File: src/hw/rtl/cpr_ram.sv
// Generic single-write, single-read RAM with a registered read port.
// No dependencies.
module cpr_ram #(
  parameter int WIDTH = 8,
  parameter int DEPTH = 16
) (
  input  logic                     clk,
  input  logic                     we,
  input  logic [$clog2(DEPTH)-1:0] waddr,
  input  logic [WIDTH-1:0]         wdata,
  input  logic [$clog2(DEPTH)-1:0] raddr,
  output logic [WIDTH-1:0]         rdata
);

  logic [WIDTH-1:0] mem [DEPTH];

  // Write first in program order; a same-edge read returns old data.
  always_ff @(posedge clk) begin
    if (we) begin
      mem[waddr] <= wdata;
    end
    rdata <= mem[raddr];
  end

endmodule

File: config.mk
export PLATFORM = sky130hd
export DESIGN_NAME = cpr_ram
export DESIGN_NICKNAME = d
export VERILOG_FILES = /design/src/hw/rtl/cpr_ram.sv
export SDC_FILE = /design/constraint.sdc
export NUM_CORES = 1
export LEC_CHECK = 0
export ABC_AREA = 1
export BUFFER_PORTS_ARGS = -buffer_cell sky130_fd_sc_hd__buf_4
export CAP_MARGIN = 20
export CORE_MARGIN = 5
export CORE_UTILIZATION = 30
export DETAILED_ROUTE_END_ITERATION = 10
export PLACE_DENSITY = 0.51
export SKIP_CTS_REPAIR_TIMING = 1
export SLEW_MARGIN = 15
export SYNTH_ARGS = -nofsm -noshare
export SYNTH_HDL_FRONTEND = slang
export SYNTH_SLANG_ARGS = --single-unit
File: constraint.sdc
create_clock -name clk -period 1.3 [get_ports clk]
set_input_delay 0.195 -clock clk [delete_from_list [all_inputs] [get_ports clk]]
set_output_delay 0.195 -clock clk [all_outputs]
set_load 0.02 [all_outputs]
==> flow_summary.ini, run 1 <==
[critical_path]
reg2reg_to = rdata[3]
crit_type = reg2out
path_buf_inv = 1
crit_chain = buf_4
reg2reg_slack_ps = 290
crit_path_start_kind = flip-flop
slowest_stage = dfxtp_1
endpoint_kind = primary output
critPathMaxStageDelay_ps = 370
r2r_start = mem[7][3]
critical_path.max_fanout = 1
critical-path-top-delay-family = flip-flops
reg2reg_depth = 6
worstPathArrival_ps = 940
cp.required_ps = 1110

[placement]
port_buffers = 25
dp_hpwl_mm = 8.52
gp_congestion = 0.788
preCtsSetupSlack_ps = -8.20

[timing]
layout_min_cycle_time_ps = 1140
fin_skew_ps = 14.5
fin_ws_ps = 161
grt_setup_unrepaired = no
relSlewSlack_pct = 77.7
fin_crit_sh_pct = 87.6
setup_violations = 0
worstMarginPinSlew_ps = 335
maxSlewViolCount = 0
hold_violations = 0
fmax_mhz = 878

[global_routing]
grt_overflow = 0
grt_pass1_vias = 3680
grt_start_max_net_pins = 65
antenna_found_initial = 0
grt_pass1_wl_mm = 21.5
grtUsageTotal_pct = 13.0

[routing]
drt_pass1_iterations = 4
via_count = 3705
viasPerCell = 4.26
routed_wl_mm = 13.5
final_antenna_net_count = 0
wl_per_cell_um = 15.6
drt-initial-drc-count = 330
drc = 0

[hold_path]
worstHoldStart = raddr[3]
hold_class = in2reg
hold_path_end = rdata[5]
hold_depth = 3

[floorplan]
io_pins = 26
core_area_um2 = 18800
start_util_pct = 30.6
fp.dieH_um = 149
die_w_um = 149
die-area_um2 = 22100
row_count = 50

[yosys]
ys_types = 12
yosysWarnings = 0
yosysSeqAreaShare_pct = 69.4
synth_area_um2 = 5770
syn_nets = 569
synth_cells = 551
ys_seq_elements = 136
synth.avg_cell_area_um2 = 10.5

[cts]
clock_latency_ps = 420
cts_buffer_depth = 2
cts-root-buf = clkbuf_16
cts_max_level = 4
cts_tree = yes
cts_buffers = 17
clkSinkCount = 136
clk_pin_slew_ps = 60

[pwr]
leakagePower_nw = 2.98
ir_drop_mv = 0.907
p_per_area_nw_per_um2 = 1500
p_total_mw = 10.5

[flow_run]
drv_cap = 0

[cells_and_area]
final_nets = 614
area_delta_synth_final_pct = 20.8
n_antenna_cell = 0
drive_gt1_share_pct = 13.6

[outcome]
status = finished, final reports clean
## placed cells by master, fill, tap and decap left out, types with 3 or more instances in the layout
cell type | netlist | layout
edfxtp_1 | 128 | 128
inv_1 | 100 | 100
clkbuf_16 | 0 | 17
dfxtp_1 | 8 | 8
buf_4 | 4 | 45
nand3_1 | 97 | 97
nand2_1 | 173 | 173
nor2_1 | 17 | 17
clkinv_2 | 0 | 3
bufinv_16 | 0 | 3
clkinv_4 | 0 | 4
buf_12 | 0 | 5
## logic make-up (layout without fill, tap and decap cells)
logic type	count (synthesis)	count (layout)	share of synthesized area (%)
and+or+nand+nor	289	289	21.0
buffers and inverters	126	184	9.52
DFF	136	136	69.4
## final cells by class
type                    instances  area, um2
clock inverters                15        176
well taps                     260        325
flip-flops and latches        136       4000
multi-input cells             289       1210
fillers                      1839      11900
clock buffers                  17        425
repair buffers                 50        438
inverters                     102        383
## cells in the mapped netlist (all sizes together)
master	n	share of area (%)
buf	24	2.9
dfxtp	8	2.8
edfxtp	128	67
inv	102	6.6
nand2	173	11
nand3	97	8.4
nand3b	2	0.26
nor2	17	1.1
## flip-flops by register name (all words and copies together) (netlist names)
register / flops
mem: 128
rdata: 8
## power breakdown
group / internal (mW) / switching (mW) / leakage [nW]
Clock: 3.02 / 1.81 / 0.291
Combinational: 0.231 / 0.455 / 1.46
Sequential: 4.90 / 0.0382 / 1.22
## worst max-delay path by stage
stage                         from         end  slack, ps  cells after the start
after global placement    raddr[0]    rdata[3]        -10                      8
after floorplan           waddr[2]  mem[10][0]        150                      2
after detailed placement  raddr[0]    rdata[3]         -8                      8
after CTS                 rdata[1]    rdata[1]        130                      1
after global routing      rdata[6]    rdata[6]        130                      1
final                     rdata[5]    rdata[5]        160                      1
## layer usage
layer	routed length [um]	track usage, %	up-vias
met5	0	0	-
li1	-	-	1861
met3	619	3.08	13
met2	6230	19.5	93
met1	6450	18.5	1738
met4	253	4.76	0
## metrics by stage
step	hold slack, ps	util [%]	area [um2]	TNS (ps)	cells
2_1_floorplan	294	-	5770	0	551
3_3_place_gp	513	33.8	6360	-12.5	837
3_5_place_dp	512	33.8	6360	-8.20	837
4_1_cts	77.5	37.0	6970	0	869
5_1_grt	106	37.0	6970	0	869
6_report	97.9	37.0	6970	0	869
(Power assumes the default switching activity.)
==> run 2, diff against run 1 <==
--- a/config.mk
+++ b/config.mk
@@ -11,7 +11,7 @@
 export CORE_MARGIN = 5
 export CORE_UTILIZATION = 30
 export DETAILED_ROUTE_END_ITERATION = 10
-export PLACE_DENSITY = 0.51
+export PLACE_DENSITY = 0.5
 export SKIP_CTS_REPAIR_TIMING = 1
 export SLEW_MARGIN = 15
 export SYNTH_ARGS = -nofsm -noshare
==> run 2 against run 1 <==
Compared with the run above:
- clock skew down 4.1 ps
- critical endpoint unchanged
- sequential share of layout area grew 0.21 points
- count of clock-buffer cells in the layout increased by 8
- largest cell class unchanged
- largest power group unchanged
- routed wire length decreased by 1.6%
==> flow_summary.ini, run 2 (synthesized netlist as in run 1, its figures left out) <==
[pwr]
clkPwrFrac_pct = 45.2
leakagePower_nw = 2.98
p_comb_share_pct = 6.6
p_sw_share_pct = 21.3
p_sw_mw = 2.18
ir_drop_mv = 0.861
pwr-share-seq_pct = 48.2
p_per_area_nw_per_um2 = 1470
p_int_mw = 8.06

[routing]
drt_pass1_iterations = 5
final_antenna_net_count = 0
viasPerCell = 4.31
via_count = 3751
drc = 0
wl_per_cell_um = 15.3
routed_wl_mm = 13.3
drt-initial-drc-count = 330

[critical_path]
critical-path-top-delay-family = flip-flops
worst-path-stages = 1
r2r_start = mem[7][5]
crit_start = rdata[5]
worstPathArrival_ps = 940
path_buf_inv = 1
cp-endpoint = rdata[5]
reg2reg_to = rdata[5]
critical_path.max_fanout = 1
slowest_stage = dfxtp_1
reg2reg_slack_ps = 300
critPathMaxStageDelay_ps = 370
reg2reg_depth = 6
crit_type = reg2out
crit_chain = buf_4
crit_path_start_kind = flip-flop
endpoint_kind = primary output
cp.required_ps = 1110

[cts]
cts_tree = yes
cts_max_level = 4
cts_buffers = 17
clkSinkCount = 136
clock_latency_ps = 420
cts_buffer_depth = 2
clk_pin_slew_ps = 60
cts-root-buf = clkbuf_16

[cells_and_area]
reg_top3 = mem: 128 flops, rdata: 8 flops
largest_reg_flops = 128
largest_register = mem
fillers = 1834
area_delta_synth_final_pct = 20.4
drive_gt1_share_pct = 13.6
multi_input_area_um2 = 1210
final_nets = 615
register_area_um2 = 4000
layout_commonest_cell = nand2_1
n_antenna_cell = 0
final_cell_mix = 173 x nand2_1, 128 x edfxtp_1, 100 x inv_1

[timing]
relSlewSlack_pct = 77.7
grt_setup_unrepaired = no
fin_skew_ps = 10.4
layout_min_cycle_time_ps = 1140
worstMarginPinSlew_ps = 334
fin_crit_sh_pct = 87.5
hold-worst-slack_ps = 85.9
hold_violations = 0
fmax_mhz = 879
setup_tns_ps = 0
maxSlewViolCount = 0
setup_violations = 0

[global_routing]
grt_overflow = 0
grt_pass1_wl_mm = 21.2
grtUsageTotal_pct = 12.8
grt_start_max_net_pins = 65
grt_pass1_vias = 3742
antenna_found_initial = 0

[floorplan]
fp.dieH_um = 149
die-area_um2 = 22100
row_count = 50
core_area_um2 = 18800
io_pins = 26
start_util_pct = 30.6
die_w_um = 149

[placement]
gp_congestion = 0.792
port_buffers = 25
dp_hpwl_mm = 8.54

[outcome]
status = finished, final reports clean

[hold_path]
hold_class = in2reg

[flow_run]
drv_cap = 0
-- run 2: cell types whose count changed in the layout (fill, tap and decap cells not counted), moves of 2 or more --
| cell | delta |
|---|---|
| bufinv_16 | -2 |
| inv_6 | -2 |
| clkbuf_8 | +6 |
| buf_4 | +2 |
| clkinv_4 | -3 |
| clkbuf_1 | +2 |
-- run 2: final cells by class --
class / instances / area share [%]
inverter: 102 / 5.52
tap: 260 / 4.69
sequential: 136 / 57.7
clock buffer: 25 / 7.43
clock inverter: 7 / 0.955
timing repair buffer: 51 / 6.24
multi-input combinational: 289 / 17.5
-- run 2: routing by layer --
metal	GRT usage, %	vias up	wire length (um)
met5	0	-	0
met4	5.27	0	266
met3	2.80	19	533
met2	20.6	91	6410
met1	16.7	1780	6120
li1	-	1861	-
-- run 2: worst min-delay path by stage --
stage                   from        end  slack [ps]  cells after the start
finish              wdata[2]  mem[3][2]          90                      1
global route        wdata[2]  mem[4][2]         100                      1
CTS                 wdata[2]  mem[3][2]          80                      1
detailed placement  wdata[2]  mem[6][2]         510                      1
global placement    wdata[2]  mem[6][2]         510                      1
floorplan           wdata[0]  mem[0][0]         290                      0
-- run 2: power by group through the flow --
stage | logic [mW] | clock network [mW] | registers, mW
after floorplan | 0.346 | 0 | 5.05
after detailed placement | 0.684 | 0 | 5.03
final | 0.671 | 4.63 | 4.93
after global routing | 0.751 | 4.90 | 4.94
after CTS | 0.687 | 4.72 | 4.93
after global placement | 0.677 | 0 | 5.03
-- run 2: metrics by stage --
stage | power [mW] | cells | area, um2 | util [%] | setup slack, ps
after floorplan | 5.40 | 551 | 5770 | - | 154
after global placement | 5.70 | 838 | 6360 | 33.8 | 18.9
after detailed placement | 5.71 | 838 | 6360 | 33.8 | 15.7
after CTS | 10.3 | 870 | 6940 | 36.9 | 146
after global routing | 10.6 | 870 | 6940 | 36.9 | 120
final | 10.2 | 870 | 6940 | 36.9 | 163
==> run 3, diff against run 2 <==
--- a/config.mk
+++ b/config.mk
@@ -9,9 +9,9 @@
 export BUFFER_PORTS_ARGS = -buffer_cell sky130_fd_sc_hd__buf_4
 export CAP_MARGIN = 20
 export CORE_MARGIN = 5
-export CORE_UTILIZATION = 30
+export CORE_UTILIZATION = 61
 export DETAILED_ROUTE_END_ITERATION = 10
-export PLACE_DENSITY = 0.5
+export PLACE_DENSITY = 0.84
 export SKIP_CTS_REPAIR_TIMING = 1
 export SLEW_MARGIN = 15
 export SYNTH_ARGS = -nofsm -noshare
==> run 3 against run 2 <==
Compared with the run above:
- register-to-register slack got worse by 80 ps
- sequential power barely moved
- routed wire length rose by 0.26%
- sequential cell count did not move
- first-iteration DRC count rose by 51%
- count of clock-buffer cells in the layout fell by 4
==> flow_summary.ini, run 3 (synthesized netlist as in run 1, its figures left out) <==
[critical_path]
reg2reg_slack_ps = 220
slowest_stage = dfxtp_1
critical_path.max_fanout = 1
critical-path-top-delay-family = flip-flops
r2r_start = mem[5][1]
reg2reg_depth = 6
critPathMaxStageDelay_ps = 360
crit_path_start_kind = flip-flop
worstPathArrival_ps = 1040
cp.required_ps = 1110
crit_start = rdata[4]
crit_chain = buf_4
reg2reg_to = rdata[1]
crit_type = reg2out
endpoint_kind = primary output
path_buf_inv = 1

[placement]
gp_congestion = 0.876
dp_hpwl_mm = 8.00
placed_area_um2 = 6190
port_buffers = 25

[outcome]
status = finished, final reports clean

[flow_run]
drv_cap = 0

[routing]
via_count = 4122
final_antenna_net_count = 0
viasPerCell = 5.57
wl_per_cell_um = 18.1
drc = 0
routed_wl_mm = 13.4
drt-initial-drc-count = 499
drt_pass1_iterations = 5

[timing]
layout_min_cycle_time_ps = 1230
setup_violations = 0
relSlewSlack_pct = 80.0
grt_setup_unrepaired = no
worstMarginPinSlew_ps = 300
fmax_mhz = 812
setup_tns_ps = 0
hold_violations = 0
fin_crit_sh_pct = 94.7
fin_skew_ps = 8.19
maxSlewViolCount = 0

[cells_and_area]
register_area_um2 = 4000
layout_commonest_cell = nand2_1
final_cell_mix = 173 x nand2_1, 128 x edfxtp_1, 100 x inv_1
multi_input_area_um2 = 1210
n_antenna_cell = 0
largest_reg_flops = 128
largest_register = mem
fillers = 563
drive_gt1_share_pct = 13.6
final_nets = 616
fin_area_um2 = 6830
reg_top3 = mem: 128 flops, rdata: 8 flops
area_delta_synth_final_pct = 18.4

[cts]
cts_buffer_depth = 2
cts_max_level = 4
clock_latency_ps = 520
cts_buffers = 17
cts-root-buf = clkbuf_8
clkSinkCount = 136
clk_pin_slew_ps = 60
cts_tree = yes

[floorplan]
die-area_um2 = 11500
die_w_um = 107
core_area_um2 = 9240
io_pins = 26
start_util_pct = 62.4
row_count = 35
fp.dieH_um = 107

[pwr]
p_sw_mw = 2.26
pwr-share-seq_pct = 46.5
p_per_area_nw_per_um2 = 1560
p_comb_share_pct = 6.6
leakagePower_nw = 3.00
p_int_mw = 8.36
clkPwrFrac_pct = 47.0
p_sw_share_pct = 21.3
ir_drop_mv = 1.15

[hold_path]
worstHoldStart = wdata[3]
hold_class = in2reg
hold_path_end = mem[7][3]
hold_depth = 1

[global_routing]
grtUsageTotal_pct = 25.0
grt_pass1_vias = 4149
grt_pass1_wl_mm = 21.2
grt_start_max_net_pins = 65
antenna_found_initial = 0
grt_overflow = 0
## run 3: cell types whose count changed in the layout (fill, tap and decap cells not counted)
| cell | before | now |
|---|---|---|
| bufinv_16 | 1 | 4 |
| clkbuf_16 | 17 | 16 |
| clkbuf_8 | 6 | 3 |
| clkinv_2 | 4 | 2 |
| clkinv_4 | 1 | 4 |
| dlygate4sd3_1 | 0 | 1 |
## run 3: layout make-up
class | instances | area share [%]
sequential | 136 | 58.7
multi-input combinational | 289 | 17.8
clock buffer | 21 | 6.58
timing repair buffer | 52 | 6.49
inverter | 102 | 5.61
clock inverter | 11 | 2.53
tap | 129 | 2.36
## run 3: worst max-delay path by stage
| stage | cells past startpoint | slack [ps] | endpoint |
|---|---|---|---|
| 2_1_floorplan | 2 | 150 | mem[10][0] |
| 3_3_place_gp | 8 | 80 | rdata[3] |
| 3_5_place_dp | 8 | 40 | rdata[3] |
| 4_1_cts | 1 | 60 | rdata[4] |
| 5_1_grt | 1 | 60 | rdata[4] |
| 6_report | 1 | 70 | rdata[4] |
## run 3: power groups by stage
stage               Combinational, mW  Clock [mW]  Sequential, mW
finish                          0.699        4.99            4.93
global route                    0.760        5.23            4.94
CTS                             0.690        5.03            4.93
detailed placement              0.678           0            5.02
global placement                0.654           0            5.02
floorplan                       0.346           0            5.05
## run 3: metal layers
metal  up-vias  part of all wire, %  GRT usage, %
met5         -                    0             0
met4         0                  4.4          14.3
met3        48                  8.5          5.78
met2       240                   49          41.2
met1      1964                   38          30.2
li1       1870                    -             -
## run 3: through the flow
stage | hold slack (ps) | worst slack, ps | cells | power [mW] | util, %
finish | 29.1 | 68.3 | 740 | 10.6 | 73.9
global route | 22.3 | 56.5 | 740 | 10.9 | 73.9
CTS | -35.3 | 62.1 | 739 | 10.6 | 73.8
detailed placement | 506 | 43.9 | 707 | 5.70 | 67.0
global placement | 505 | 80.0 | 707 | 5.67 | 67.0
floorplan | 294 | 154 | 551 | 5.40 | -
